===== src/sv/mscell_pkg.sv =====
// mscell_pkg: shared widths, codes, cell record types and case tables
// for the marching squares cell unit; used by every module of the block
// depends on nothing
package mscell_pkg;

    localparam int SAMPLE_W           = 8;
    localparam int CELL_W             = 6;
    localparam int OUT_W              = 22;
    localparam int EDGE_W             = SAMPLE_W + 1;
    localparam int NUM_EDGES          = 4;
    localparam int MAX_VERTS          = 9;
    localparam int CNT_W              = 4;
    localparam int SHAPE_W            = 3;
    localparam int ROT_W              = 2;
    localparam int CODE_W             = 3;
    localparam int NUM_SHAPES         = 6;
    localparam int QUEUE_DEPTH        = 2;
    localparam int DEF_CELLS_PER_SIDE = 64;
    localparam int DEF_FRAC_BITS      = 15;

    // configuration port
    localparam int APB_ADDR_W = 3;
    localparam int APB_DATA_W = 32;
    localparam int REG_IDX_W  = APB_ADDR_W - 2;
    localparam logic [REG_IDX_W-1:0] REG_THRESHOLD = REG_IDX_W'(0);

    // edge lanes
    localparam int EDGE_TOP    = 0;
    localparam int EDGE_RIGHT  = 1;
    localparam int EDGE_BOTTOM = 2;
    localparam int EDGE_LEFT   = 3;

    // local vertex codes, walking the cell border
    localparam logic [CODE_W-1:0] VC_TOP_LEFT     = 3'd0;
    localparam logic [CODE_W-1:0] VC_TOP_EDGE     = 3'd1;
    localparam logic [CODE_W-1:0] VC_TOP_RIGHT    = 3'd2;
    localparam logic [CODE_W-1:0] VC_RIGHT_EDGE   = 3'd3;
    localparam logic [CODE_W-1:0] VC_BOTTOM_RIGHT = 3'd4;
    localparam logic [CODE_W-1:0] VC_BOTTOM_EDGE  = 3'd5;
    localparam logic [CODE_W-1:0] VC_BOTTOM_LEFT  = 3'd6;
    localparam logic [CODE_W-1:0] VC_LEFT_EDGE   = 3'd7;

    localparam logic [SHAPE_W-1:0] SHAPE_OF_CASE [16] = '{
        3'd0, 3'd1, 3'd1, 3'd2, 3'd1, 3'd2, 3'd5, 3'd4,
        3'd1, 3'd5, 3'd2, 3'd4, 3'd2, 3'd4, 3'd4, 3'd3
    };
    localparam logic [ROT_W-1:0] ROT_OF_CASE [16] = '{
        2'd0, 2'd0, 2'd1, 2'd0, 2'd3, 2'd3, 2'd1, 2'd0,
        2'd2, 2'd0, 2'd1, 2'd1, 2'd2, 2'd3, 2'd2, 2'd0
    };
    localparam logic [CNT_W-1:0] SHAPE_LEN [NUM_SHAPES] = '{
        4'd0, 4'd3, 4'd6, 4'd6, 4'd9, 4'd6
    };
    localparam logic [CODE_W-1:0] SHAPE_CODES [NUM_SHAPES][MAX_VERTS] = '{
        '{3'd0, 3'd0, 3'd0, 3'd0, 3'd0, 3'd0, 3'd0, 3'd0, 3'd0},
        '{3'd0, 3'd7, 3'd1, 3'd0, 3'd0, 3'd0, 3'd0, 3'd0, 3'd0},
        '{3'd0, 3'd7, 3'd2, 3'd2, 3'd7, 3'd3, 3'd0, 3'd0, 3'd0},
        '{3'd0, 3'd6, 3'd4, 3'd4, 3'd2, 3'd0, 3'd0, 3'd0, 3'd0},
        '{3'd0, 3'd6, 3'd5, 3'd5, 3'd3, 3'd0, 3'd0, 3'd3, 3'd2},
        '{3'd0, 3'd7, 3'd1, 3'd5, 3'd4, 3'd3, 3'd0, 3'd0, 3'd0}
    };

    typedef struct packed {
        logic [CELL_W-1:0]  cx;
        logic [CELL_W-1:0]  cy;
        logic               odd;
        logic [SHAPE_W-1:0] shape;
        logic [ROT_W-1:0]   rot;
        logic [CNT_W-1:0]   count;
    } job_t;

    typedef struct packed {
        job_t                               job;
        logic [NUM_EDGES-1:0][EDGE_W-1:0]   num;
        logic [NUM_EDGES-1:0][EDGE_W-1:0]   den;
    } cell_t;

    function automatic logic [SHAPE_W-1:0] shape_len_idx_ok(input logic [SHAPE_W-1:0] shape);
        return (shape < SHAPE_W'(NUM_SHAPES)) ? shape : '0;
    endfunction

    function automatic logic [CNT_W-1:0] shape_len(input logic [SHAPE_W-1:0] shape);
        return SHAPE_LEN[shape_len_idx_ok(shape)];
    endfunction

    function automatic logic [CODE_W-1:0] shape_code(input logic [SHAPE_W-1:0] shape,
                                                     input logic [CNT_W-1:0]   k);
        logic [CODE_W-1:0] code;
        code = '0;
        if (k < CNT_W'(MAX_VERTS))
        begin
            code = SHAPE_CODES[shape_len_idx_ok(shape)][k];
        end
        return code;
    endfunction

endpackage


===== src/sv/mscell_front.sv =====
// mscell_front: classifies one cell: corner case, shape, rotation, vertex
// count, saturated cell position and the edge numerators and denominators
// depends on mscell_pkg
module mscell_front #(
    parameter int CELLS_PER_SIDE = mscell_pkg::DEF_CELLS_PER_SIDE
) (
    input  logic [mscell_pkg::SAMPLE_W-1:0] corner_top_left,
    input  logic [mscell_pkg::SAMPLE_W-1:0] corner_top_right,
    input  logic [mscell_pkg::SAMPLE_W-1:0] corner_bottom_left,
    input  logic [mscell_pkg::SAMPLE_W-1:0] corner_bottom_right,
    input  logic [mscell_pkg::CELL_W-1:0]   cell_x,
    input  logic [mscell_pkg::CELL_W-1:0]   cell_y,
    input  logic [mscell_pkg::SAMPLE_W-1:0] threshold,
    output mscell_pkg::cell_t               item,
    output logic                            has_verts
);

    localparam int SIDE_W = $clog2(CELLS_PER_SIDE + 1);
    localparam int CMP_W  = (SIDE_W > mscell_pkg::CELL_W) ? SIDE_W : mscell_pkg::CELL_W;
    localparam int EW     = mscell_pkg::EDGE_W;

    logic [3:0]                       cell_case;
    logic [mscell_pkg::CELL_W-1:0]    cx;
    logic [mscell_pkg::CELL_W-1:0]    cy;
    logic [EW-1:0]                    tl;
    logic [EW-1:0]                    tr;
    logic [EW-1:0]                    bl;
    logic [EW-1:0]                    br;
    logic [EW-1:0]                    lim;

    always_comb
    begin
        tl  = EW'(corner_top_left);
        tr  = EW'(corner_top_right);
        bl  = EW'(corner_bottom_left);
        br  = EW'(corner_bottom_right);
        lim = EW'(threshold);

        cell_case[0] = corner_top_left     > threshold;
        cell_case[1] = corner_top_right    > threshold;
        cell_case[2] = corner_bottom_left  > threshold;
        cell_case[3] = corner_bottom_right > threshold;

        cx = cell_x;
        if (CMP_W'(cell_x) >= CMP_W'(CELLS_PER_SIDE))
        begin
            cx = mscell_pkg::CELL_W'(CELLS_PER_SIDE - 1);
        end
        cy = cell_y;
        if (CMP_W'(cell_y) >= CMP_W'(CELLS_PER_SIDE))
        begin
            cy = mscell_pkg::CELL_W'(CELLS_PER_SIDE - 1);
        end

        item.job.cx    = cx;
        item.job.cy    = cy;
        item.job.odd   = cx[0] ^ cy[0];
        item.job.shape = mscell_pkg::SHAPE_OF_CASE[cell_case];
        item.job.rot   = mscell_pkg::ROT_OF_CASE[cell_case];
        item.job.count = mscell_pkg::shape_len(mscell_pkg::SHAPE_OF_CASE[cell_case]);

        item.num[mscell_pkg::EDGE_TOP]    = tl - lim;
        item.den[mscell_pkg::EDGE_TOP]    = tl - tr;
        item.num[mscell_pkg::EDGE_RIGHT]  = br - lim;
        item.den[mscell_pkg::EDGE_RIGHT]  = br - tr;
        item.num[mscell_pkg::EDGE_BOTTOM] = bl - lim;
        item.den[mscell_pkg::EDGE_BOTTOM] = bl - br;
        item.num[mscell_pkg::EDGE_LEFT]   = bl - lim;
        item.den[mscell_pkg::EDGE_LEFT]   = bl - tl;

        has_verts = (cell_case != 4'd0);
    end

endmodule


===== src/sv/mscell_queue.sv =====
// mscell_queue: short register queue of classified cells between the
// front and the divide stage
// depends on mscell_pkg
module mscell_queue (
    input  logic              clk,
    input  logic              rst_n,
    input  logic              push,
    input  mscell_pkg::cell_t push_item,
    input  logic              pop,
    output mscell_pkg::cell_t head_item,
    output logic              full,
    output logic              empty
);

    localparam int DEPTH = mscell_pkg::QUEUE_DEPTH;
    localparam int PTR_W = (DEPTH > 1) ? $clog2(DEPTH) : 1;
    localparam int CNT_W = $clog2(DEPTH + 1);

    mscell_pkg::cell_t entry_reg [DEPTH];
    logic [PTR_W-1:0]  wr_ptr_reg;
    logic [PTR_W-1:0]  wr_ptr_next;
    logic [PTR_W-1:0]  rd_ptr_reg;
    logic [PTR_W-1:0]  rd_ptr_next;
    logic [CNT_W-1:0]  count_reg;
    logic [CNT_W-1:0]  count_next;

    function automatic logic [PTR_W-1:0] bump(input logic [PTR_W-1:0] p);
        return (p == PTR_W'(DEPTH - 1)) ? '0 : p + PTR_W'(1);
    endfunction

    always_comb
    begin
        wr_ptr_next = push ? bump(wr_ptr_reg) : wr_ptr_reg;
        rd_ptr_next = pop  ? bump(rd_ptr_reg) : rd_ptr_reg;
        count_next  = count_reg;
        if (push && !pop)
        begin
            count_next = count_reg + CNT_W'(1);
        end
        else if (pop && !push)
        begin
            count_next = count_reg - CNT_W'(1);
        end
    end

    always_ff @(posedge clk or negedge rst_n)
    begin
        if (!rst_n)
        begin
            wr_ptr_reg <= '0;
            rd_ptr_reg <= '0;
            count_reg  <= '0;
        end
        else
        begin
            wr_ptr_reg <= wr_ptr_next;
            rd_ptr_reg <= rd_ptr_next;
            count_reg  <= count_next;
        end
    end

    always_ff @(posedge clk)
    begin
        if (push)
        begin
            entry_reg[wr_ptr_reg] <= push_item;
        end
    end

    assign head_item = entry_reg[rd_ptr_reg];
    assign full      = (count_reg == CNT_W'(DEPTH));
    assign empty     = (count_reg == '0);

endmodule


===== src/sv/mscell_div_lane.sv =====
// mscell_div_lane: one edge fraction (a-limit)/(a-b) by restoring division,
// two quotient bits a cycle while step is high; zero and clamp decided at load
// depends on mscell_pkg
module mscell_div_lane #(
    parameter int FRAC_BITS = mscell_pkg::DEF_FRAC_BITS
) (
    input  logic                          clk,
    input  logic                          rst_n,
    input  logic                          load,
    input  logic                          step,
    input  logic [mscell_pkg::EDGE_W-1:0] num,
    input  logic [mscell_pkg::EDGE_W-1:0] den,
    output logic [FRAC_BITS:0]            frac
);

    localparam int SW    = mscell_pkg::SAMPLE_W;
    localparam int EW    = mscell_pkg::EDGE_W;
    localparam int STEPS = (FRAC_BITS + 1) / 2;
    localparam int QW    = 2 * STEPS;
    localparam int SHIFT = QW - FRAC_BITS;
    localparam logic [FRAC_BITS:0] ONE = {1'b1, {FRAC_BITS{1'b0}}};

    logic          zero_reg;
    logic          zero_next;
    logic          one_reg;
    logic          one_next;
    logic [SW-1:0] rem_reg;
    logic [SW-1:0] rem_next;
    logic [SW-1:0] dvs_reg;
    logic [SW-1:0] dvs_next;
    logic [QW-1:0] quo_reg;
    logic [QW-1:0] quo_next;
    logic [EW-1:0] mag_num;
    logic [EW-1:0] mag_den;
    logic [EW-1:0] r1;
    logic [EW-1:0] r1s;
    logic [EW-1:0] r2;
    logic [EW-1:0] r2s;
    logic          b1;
    logic          b2;

    always_comb
    begin
        mag_num = num[EW-1] ? (EW'(0) - num) : num;
        mag_den = den[EW-1] ? (EW'(0) - den) : den;

        r1  = {rem_reg, 1'b0};
        b1  = r1 >= EW'(dvs_reg);
        r1s = b1 ? (r1 - EW'(dvs_reg)) : r1;
        r2  = {r1s[SW-1:0], 1'b0};
        b2  = r2 >= EW'(dvs_reg);
        r2s = b2 ? (r2 - EW'(dvs_reg)) : r2;

        zero_next = zero_reg;
        one_next  = one_reg;
        rem_next  = rem_reg;
        dvs_next  = dvs_reg;
        quo_next  = quo_reg;
        if (load)
        begin
            // opposite signs or an empty edge give a fraction of zero
            zero_next = (den == '0) || (num == '0) || (num[EW-1] != den[EW-1]);
            one_next  = (mag_num >= mag_den);
            rem_next  = mag_num[SW-1:0];
            dvs_next  = mag_den[SW-1:0];
            quo_next  = '0;
        end
        else if (step)
        begin
            rem_next = r2s[SW-1:0];
            quo_next = {quo_reg[QW-3:0], b1, b2};
        end
    end

    always_ff @(posedge clk or negedge rst_n)
    begin
        if (!rst_n)
        begin
            zero_reg <= 1'b1;
            one_reg  <= 1'b0;
        end
        else
        begin
            zero_reg <= zero_next;
            one_reg  <= one_next;
        end
    end

    always_ff @(posedge clk)
    begin
        rem_reg <= rem_next;
        dvs_reg <= dvs_next;
        quo_reg <= quo_next;
    end

    always_comb
    begin
        if (zero_reg)
        begin
            frac = '0;
        end
        else if (one_reg)
        begin
            frac = ONE;
        end
        else
        begin
            frac = (FRAC_BITS + 1)'(quo_reg >> SHIFT);
        end
    end

endmodule


===== src/sv/mscell_divide.sv =====
// mscell_divide: takes cells from the queue and computes the edge fractions
// in parallel lanes, one per edge, then hands cell and fractions to the emitter
// depends on mscell_pkg and mscell_div_lane
module mscell_divide #(
    parameter int FRAC_BITS = mscell_pkg::DEF_FRAC_BITS
) (
    input  logic                  clk,
    input  logic                  rst_n,
    input  logic                  queue_empty,
    input  mscell_pkg::cell_t     head_item,
    output logic                  pop,
    output logic                  job_valid,
    output mscell_pkg::job_t      job,
    output logic [mscell_pkg::NUM_EDGES-1:0][FRAC_BITS:0] frac,
    input  logic                  emit_ready
);

    localparam int STEPS = (FRAC_BITS + 1) / 2;
    localparam int CNT_W = $clog2(STEPS + 1);

    logic             busy_reg;
    logic             busy_next;
    logic [CNT_W-1:0] cnt_reg;
    logic [CNT_W-1:0] cnt_next;
    mscell_pkg::job_t job_reg;
    logic             done;
    logic             load;
    logic             step;

    always_comb
    begin
        done      = busy_reg && (cnt_reg == '0);
        load      = !queue_empty && (!busy_reg || (done && emit_ready));
        step      = busy_reg && (cnt_reg != '0);
        busy_next = busy_reg;
        cnt_next  = cnt_reg;
        if (load)
        begin
            busy_next = 1'b1;
            cnt_next  = CNT_W'(STEPS);
        end
        else if (done && emit_ready)
        begin
            busy_next = 1'b0;
        end
        else if (step)
        begin
            cnt_next = cnt_reg - CNT_W'(1);
        end
    end

    always_ff @(posedge clk or negedge rst_n)
    begin
        if (!rst_n)
        begin
            busy_reg <= 1'b0;
            cnt_reg  <= '0;
        end
        else
        begin
            busy_reg <= busy_next;
            cnt_reg  <= cnt_next;
        end
    end

    always_ff @(posedge clk)
    begin
        if (load)
        begin
            job_reg <= head_item.job;
        end
    end

    for (genvar e = 0; e < mscell_pkg::NUM_EDGES; e++)
    begin : g_lane
        mscell_div_lane #(
            .FRAC_BITS (FRAC_BITS)
        ) u_lane (
            .clk   (clk),
            .rst_n (rst_n),
            .load  (load),
            .step  (step),
            .num   (head_item.num[e]),
            .den   (head_item.den[e]),
            .frac  (frac[e])
        );
    end

    assign pop       = load;
    assign job_valid = done;
    assign job       = job_reg;

endmodule


===== src/sv/mscell_emit.sv =====
// mscell_emit: walks the shape of one cell, one vertex a cycle, rotating
// each code and building position and texture coordinates
// depends on mscell_pkg
module mscell_emit #(
    parameter int FRAC_BITS = mscell_pkg::DEF_FRAC_BITS
) (
    input  logic                  clk,
    input  logic                  rst_n,
    input  logic                  job_valid,
    input  mscell_pkg::job_t      job,
    input  logic [mscell_pkg::NUM_EDGES-1:0][FRAC_BITS:0] frac,
    output logic                  emit_ready,
    output logic                  vertex_strobe,
    output logic [mscell_pkg::OUT_W-1:0] pos_x,
    output logic [mscell_pkg::OUT_W-1:0] pos_y,
    output logic [mscell_pkg::OUT_W-1:0] tex_u,
    output logic [mscell_pkg::OUT_W-1:0] tex_v,
    output logic                  last_vertex
);

    localparam int OW    = mscell_pkg::OUT_W;
    localparam int CW    = mscell_pkg::CELL_W;
    localparam int KW    = mscell_pkg::CNT_W;
    localparam int SUM_W = CW + FRAC_BITS + 1;
    localparam int PW    = (SUM_W > OW) ? SUM_W : OW;
    localparam logic [FRAC_BITS:0] ONE = {1'b1, {FRAC_BITS{1'b0}}};

    logic                       valid_reg;
    logic                       valid_next;
    logic [KW-1:0]              k_reg;
    logic [KW-1:0]              k_next;
    mscell_pkg::job_t           job_reg;
    logic [mscell_pkg::NUM_EDGES-1:0][FRAC_BITS:0] frac_reg;
    logic                       last;
    logic                       take;
    logic [mscell_pkg::CODE_W-1:0] code;
    logic [FRAC_BITS:0]         u;
    logic [FRAC_BITS:0]         v;
    logic [PW-1:0]              u_ext;
    logic [PW-1:0]              v_ext;
    logic [PW-1:0]              sum_x;
    logic [PW-1:0]              sum_y;

    always_comb
    begin
        last       = valid_reg && (k_reg == job_reg.count - KW'(1));
        emit_ready = !valid_reg || last;
        take       = job_valid && emit_ready;
        valid_next = valid_reg;
        k_next     = k_reg;
        if (take)
        begin
            valid_next = 1'b1;
            k_next     = '0;
        end
        else if (last)
        begin
            valid_next = 1'b0;
        end
        else if (valid_reg)
        begin
            k_next = k_reg + KW'(1);
        end
    end

    always_ff @(posedge clk or negedge rst_n)
    begin
        if (!rst_n)
        begin
            valid_reg <= 1'b0;
            k_reg     <= '0;
        end
        else
        begin
            valid_reg <= valid_next;
            k_reg     <= k_next;
        end
    end

    always_ff @(posedge clk)
    begin
        if (take)
        begin
            job_reg  <= job;
            frac_reg <= frac;
        end
    end

    always_comb
    begin
        // two code steps per quarter turn, wrapping around the border
        code = mscell_pkg::shape_code(job_reg.shape, k_reg) + {job_reg.rot, 1'b0};
        case (code)
            mscell_pkg::VC_TOP_LEFT:
            begin
                u = '0;
                v = ONE;
            end
            mscell_pkg::VC_TOP_EDGE:
            begin
                u = frac_reg[mscell_pkg::EDGE_TOP];
                v = ONE;
            end
            mscell_pkg::VC_TOP_RIGHT:
            begin
                u = ONE;
                v = ONE;
            end
            mscell_pkg::VC_RIGHT_EDGE:
            begin
                u = ONE;
                v = frac_reg[mscell_pkg::EDGE_RIGHT];
            end
            mscell_pkg::VC_BOTTOM_RIGHT:
            begin
                u = ONE;
                v = '0;
            end
            mscell_pkg::VC_BOTTOM_EDGE:
            begin
                u = frac_reg[mscell_pkg::EDGE_BOTTOM];
                v = '0;
            end
            mscell_pkg::VC_BOTTOM_LEFT:
            begin
                u = '0;
                v = '0;
            end
            default:
            begin
                u = '0;
                v = frac_reg[mscell_pkg::EDGE_LEFT];
            end
        endcase

        u_ext = PW'(u);
        v_ext = PW'(v);
        sum_x = (PW'(job_reg.cx) << FRAC_BITS) + u_ext;
        sum_y = (PW'(job_reg.cy) << FRAC_BITS) + v_ext;

        pos_x = sum_x[OW-1:0];
        pos_y = sum_y[OW-1:0];
        tex_u = job_reg.odd ? sum_x[OW-1:0] : u_ext[OW-1:0];
        tex_v = job_reg.odd ? sum_y[OW-1:0] : v_ext[OW-1:0];
    end

    assign vertex_strobe = valid_reg;
    assign last_vertex   = last;

endmodule


===== src/sv/marching_squares_cell_unit.sv =====
// marching_squares_cell_unit: top level of the marching squares cell mesher
// holds the threshold register and joins front, queue, divide and emit
// depends on mscell_pkg, mscell_front, mscell_queue, mscell_divide, mscell_emit
//
//  channel   signals                                   transfer when
//  cell in   start, busy, corner_*, cell_x, cell_y     start && !busy
//  config    psel, penable, pwrite, paddr, pwdata,     psel && penable && pwrite
//            prdata, pready                             (pready tied high)
//  vertex    vertex_strobe, pos_*, tex_*, last_vertex  every cycle vertex_strobe is high
//
//  a cell goes front -> queue of QUEUE_DEPTH entries -> divide (one lane per edge) -> emit.
//  the edge lanes load a cell, step through its quotient bits and hand it over;
//  emit sends one vertex a cycle, up to 9 per cell. divide takes the next cell
//  when idle or as it hands the last one to emit, so one cell is divided
//  while the one before is still being emitted; emit takes a new cell on its last vertex.
//  cells with no corner above the threshold send nothing and leave no trace.
//  busy is high while the queue is full; the receiver cannot stall vertices.
//  reset clears the threshold to 0 and empties every stage.
module marching_squares_cell_unit #(
    parameter int CELLS_PER_SIDE = mscell_pkg::DEF_CELLS_PER_SIDE,
    parameter int FRAC_BITS      = mscell_pkg::DEF_FRAC_BITS
) (
    input  logic                              clk,
    input  logic                              rst_n,
    input  logic                              start,
    output logic                              busy,
    input  logic [mscell_pkg::SAMPLE_W-1:0]   corner_top_left,
    input  logic [mscell_pkg::SAMPLE_W-1:0]   corner_top_right,
    input  logic [mscell_pkg::SAMPLE_W-1:0]   corner_bottom_left,
    input  logic [mscell_pkg::SAMPLE_W-1:0]   corner_bottom_right,
    input  logic [mscell_pkg::CELL_W-1:0]     cell_x,
    input  logic [mscell_pkg::CELL_W-1:0]     cell_y,
    input  logic                              psel,
    input  logic                              penable,
    input  logic                              pwrite,
    input  logic [mscell_pkg::APB_ADDR_W-1:0] paddr,
    input  logic [mscell_pkg::APB_DATA_W-1:0] pwdata,
    output logic [mscell_pkg::APB_DATA_W-1:0] prdata,
    output logic                              pready,
    output logic                              vertex_strobe,
    output logic [mscell_pkg::OUT_W-1:0]      pos_x,
    output logic [mscell_pkg::OUT_W-1:0]      pos_y,
    output logic [mscell_pkg::OUT_W-1:0]      tex_u,
    output logic [mscell_pkg::OUT_W-1:0]      tex_v,
    output logic                              last_vertex
);

    localparam int AW = mscell_pkg::APB_ADDR_W;
    localparam int SW = mscell_pkg::SAMPLE_W;

    logic [SW-1:0]          threshold_reg;
    logic [SW-1:0]          threshold_next;
    logic                   reg_hit;
    mscell_pkg::cell_t      front_item;
    logic                   has_verts;
    logic                   push;
    logic                   queue_full;
    logic                   queue_empty;
    logic                   pop;
    mscell_pkg::cell_t      head_item;
    logic                   job_valid;
    mscell_pkg::job_t       job;
    logic [mscell_pkg::NUM_EDGES-1:0][FRAC_BITS:0] frac;
    logic                   emit_ready;

    always_comb
    begin
        reg_hit        = (paddr[AW-1:2] == mscell_pkg::REG_THRESHOLD);
        threshold_next = threshold_reg;
        if (psel && penable && pwrite && reg_hit)
        begin
            threshold_next = pwdata[SW-1:0];
        end
        prdata = reg_hit ? mscell_pkg::APB_DATA_W'(threshold_reg) : '0;
    end

    always_ff @(posedge clk or negedge rst_n)
    begin
        if (!rst_n)
        begin
            threshold_reg <= '0;
        end
        else
        begin
            threshold_reg <= threshold_next;
        end
    end

    assign pready = 1'b1;
    assign busy   = queue_full;
    assign push   = start && !queue_full && has_verts;

    mscell_front #(
        .CELLS_PER_SIDE (CELLS_PER_SIDE)
    ) u_front (
        .corner_top_left     (corner_top_left),
        .corner_top_right    (corner_top_right),
        .corner_bottom_left  (corner_bottom_left),
        .corner_bottom_right (corner_bottom_right),
        .cell_x              (cell_x),
        .cell_y              (cell_y),
        .threshold           (threshold_reg),
        .item                (front_item),
        .has_verts           (has_verts)
    );

    mscell_queue u_queue (
        .clk       (clk),
        .rst_n     (rst_n),
        .push      (push),
        .push_item (front_item),
        .pop       (pop),
        .head_item (head_item),
        .full      (queue_full),
        .empty     (queue_empty)
    );

    mscell_divide #(
        .FRAC_BITS (FRAC_BITS)
    ) u_divide (
        .clk         (clk),
        .rst_n       (rst_n),
        .queue_empty (queue_empty),
        .head_item   (head_item),
        .pop         (pop),
        .job_valid   (job_valid),
        .job         (job),
        .frac        (frac),
        .emit_ready  (emit_ready)
    );

    mscell_emit #(
        .FRAC_BITS (FRAC_BITS)
    ) u_emit (
        .clk           (clk),
        .rst_n         (rst_n),
        .job_valid     (job_valid),
        .job           (job),
        .frac          (frac),
        .emit_ready    (emit_ready),
        .vertex_strobe (vertex_strobe),
        .pos_x         (pos_x),
        .pos_y         (pos_y),
        .tex_u         (tex_u),
        .tex_v         (tex_v),
        .last_vertex   (last_vertex)
    );

endmodule

===== config.mk =====
export PLATFORM = sky130hd
export DESIGN_NAME = marching_squares_cell_unit
export DESIGN_NICKNAME = d
export VERILOG_FILES = /design/src/sv/mscell_pkg.sv /design/src/sv/mscell_front.sv /design/src/sv/mscell_queue.sv /design/src/sv/mscell_div_lane.sv /design/src/sv/mscell_divide.sv /design/src/sv/mscell_emit.sv /design/src/sv/marching_squares_cell_unit.sv
export SDC_FILE = /design/constraint.sdc
export NUM_CORES = 1
export LEC_CHECK = 0
export BUFFER_PORTS_ARGS = -buffer_cell sky130_fd_sc_hd__buf_2
export CAP_MARGIN = 10
export CORE_MARGIN = 10
export CORE_UTILIZATION = 55
export DETAILED_ROUTE_END_ITERATION = 8
export PLACE_DENSITY = 0.78
export SKIP_CTS_REPAIR_TIMING = 1
export SLEW_MARGIN = 20
export SYNTH_ARGS = -nofsm -noshare
export SYNTH_HDL_FRONTEND = slang
export SYNTH_SLANG_ARGS = --single-unit

===== constraint.sdc =====
create_clock -name clk -period 6.83 [get_ports clk]
set_input_delay 0.3415 -clock clk [delete_from_list [all_inputs] [get_ports clk]]
set_output_delay 0.3415 -clock clk [all_outputs]
set_load 0.005 [all_outputs]

==> metrics <==
run status complete, no violations; Seq cells post-synth 436; max reg flops 170; Site Rows between 70 and 80; WHS 0.00290 ns; Post-Syn Instances around 2,300; length of the first detailed-routing pass in iterations 5; WP data arrival approximately 5.4 ns; Final TNS setup 0 ns; CP Capture Type flip-flop; cells along the critical path inv_1 -> ha_1 -> nand2b_1 -> a21oi_1 -> o21ai_0 -> a21oi_1 -> o21ai_0 -> nand2_1 -> mux2i_1 -> inv_1 -> ha_1 -> nor2b_1 -> nor3b_1 -> o21ai_0 -> a41o_1 -> a221oi_2 -> buf_4 -> and2_1 -> a211oi_1; die width 233 um; total number of vias 17,500; CTS Buffer Depth 3; first-pass GRT wire length roughly 87,000 um; CP Class reg -> reg; Synth Flop Type edfxtp_1; CTS root buffer clkbuf_16; Top Family by Delay on Critical Path compound AO/OA/AOI/OAI gates; Placer Congestion approximately 0.94; Rel. slew slack 0.323; WL final between 50,000 and 60,000 um; DRC 0; Final setup viols 0; Worst path slowest cell o21ai_0; commonest non-fill, non-tap cells in the layout edfxtp_1, nand2_1, ha_1; filler cell count around 3,600; Sinks on Clock Net about 440; Internal Power about 9 mW; antenna violations before repair 0; PD cells 534 nW/um^2; worst skew pair latency around 0.58 ns; FFs w/ async S/R, synth 0.0688; GR Util All Layers 0.197; Final Skew between 0.02 and 0.025 ns; Post-synth EDFFs 342; Clk network pwr share 0.177; WP buf/inv 3; Area growth syn-to-layout 11.0%; largest net degree at the start of global routing between 80 and 90; Final period util 0.743; DP Wirelength about 40,000 um; Max-cap violations 0; worst IR drop on VDD roughly 250 uV; share of layout cells above drive strength 1 0.133; CTS tree done; CTS clk-pin slew, worst paths roughly 0.06 ns; switching part of the total 0.398; Cell variety after synth 77; RSZ-0062 raised after global routing no; DIE HEIGHT 233 um; post-DR wirelength/cell roughly 18 um; CP startpoint kind flip-flop; Port Buffers between 150 and 200; Comb pwr share 0.511; H-tree Lvls 2; initial DRC count roughly 1,300; final slew viol count 0; GRT overflow 0; die area ~54,000 um^2; Worst Path Required 7.13 ns; Max Fclk 0.197 GHz; Post-DRT Antenna Nets 0; Vias per Instance about 5.6; Seq/Total Area, Yosys 0.492; Net Switching around 5.9 mW; most common cell after layout, fill and taps aside edfxtp_1; Seq pwr share 0.313; synthesized area per cell ~11 um^2; Num CTS Buffers 45; fin crit period 5.08 ns; Syn. warnings 0; worst slew pin tran between 1 and 1.5 ns; n_diodes 0; vias in the first global route ~17,000; synthesized area 25,000 um^2; Initial Util 0.553; IO Pins ~210; Final Net Count 2,749; core area around 45,000 um^2; Hold Path Class in -> reg; CP most frequent cell o21ai_0; CP peak stage delay ~0.45 ns; hold violation count in the final report 0; Critical Path Fanout Max 10; Leak Pwr between 10 and 15 nW
## synthesized netlist by cell type, types with 63 or more instances
cell type / number / area, um^2
edfxtp_1: 342 / 10300
nand2_1: 266 / 998
ha_1: 182 / 2280
o21ai_0: 167 / 836
inv_1: 151 / 567
nor2_1: 132 / 495
a21oi_1: 123 / 616
xnor2_1: 80 / 701
and2_1: 79 / 494
mux2i_1: 71 / 711
dfxtp_1: 64 / 1280
xor2_1: 63 / 552
## final cells by class
cell class	instances	area, um^2	share of cell area
flip-flops and latches	436	12300	0.444
multi-input cells	1654	11500	0.414
clock buffers	58	1280	0.0462
repair buffers	182	1020	0.0368
well taps	600	751	0.0271
inverters	152	574	0.0207
clock inverters	26	315	0.0114
## worst reg2reg max path, delay by kind of cell, from the launching register on
| kind | cells | cell delay (ns) |
|---|---|---|
| fa+ha+maj | 2 | 0.61 |
| mux | 1 | 0.31 |
| simple gates | 5 | 1.11 |
| buf+inv | 3 | 0.47 |
| compound gates | 8 | 1.94 |
| flops | 1 | 0.41 |
## metrics by stage
stage | std cells | util | power [mW] | setup WS (ns) | instance area (um^2)
after global routing | 3108 | 0.614 | 16.0 | 1.27 | 27700
after global placement | 3012 | 0.576 | 11.8 | 1.82 | 26000
after detailed placement | 3012 | 0.576 | 12.2 | 1.86 | 26000
after CTS | 3096 | 0.611 | 14.8 | 1.81 | 27600
after floorplan | 2372 | - | 10.4 | 0.387 | 25100
final | 3108 | 0.614 | 14.8 | 1.75 | 27700
## power groups by stage
stage | Sequential [mW] | Clock (mW) | Combinational (mW)
5_1_grt | 4.72 | 2.76 | 8.47
3_3_place_gp | 4.63 | 0 | 7.19
3_5_place_dp | 4.67 | 0 | 7.48
6_report | 4.63 | 2.62 | 7.57
4_1_cts | 4.62 | 2.67 | 7.54
2_1_floorplan | 4.48 | 0 | 5.89
## path summary, 6_finish.rpt
kind | start | end | slack, ns | cells after the start
setup reg to reg | u_divide.g_lane[2].u_lane.dvs_reg[1] | u_divide.g_lane[2].u_lane.rem_reg[3] | 1.75 | 19
hold / removal | pwdata[0] | threshold_reg[0] | 0.003 | 2
hold reg to reg | u_divide.job[9] | u_emit.job_reg[9] | 0.42 | 0
max in group asynchronous | rst_n | u_queue.rd_ptr_reg | 5.64 | 2
min in group asynchronous | rst_n | threshold_reg[0] | 0.46 | 2
setup / recovery | u_divide.g_lane[2].u_lane.dvs_reg[1] | u_divide.g_lane[2].u_lane.rem_reg[3] | 1.75 | 19
## per-layer routing
layer  vias up  track usage  wire (um)
met5         -            0          0
met4         0       0.0623       1330
met3        87       0.0330       3290
met2       516        0.331      26500
met1      8376        0.256      24000
li1       8515            -          -
## cells by family after synthesis
kind of cell,share of synthesized area
AO/OA/AOI/OAI,0.120
buffers and inverters,0.0530
flip-flops,0.492
multiplexers,0.0546
adder cells (fa/ha/maj),0.0999
XOR/XNOR,0.0508
other,0.000301
AND/OR/NAND/NOR,0.129
No activity file was read; power rests on OpenSTA's default activity.
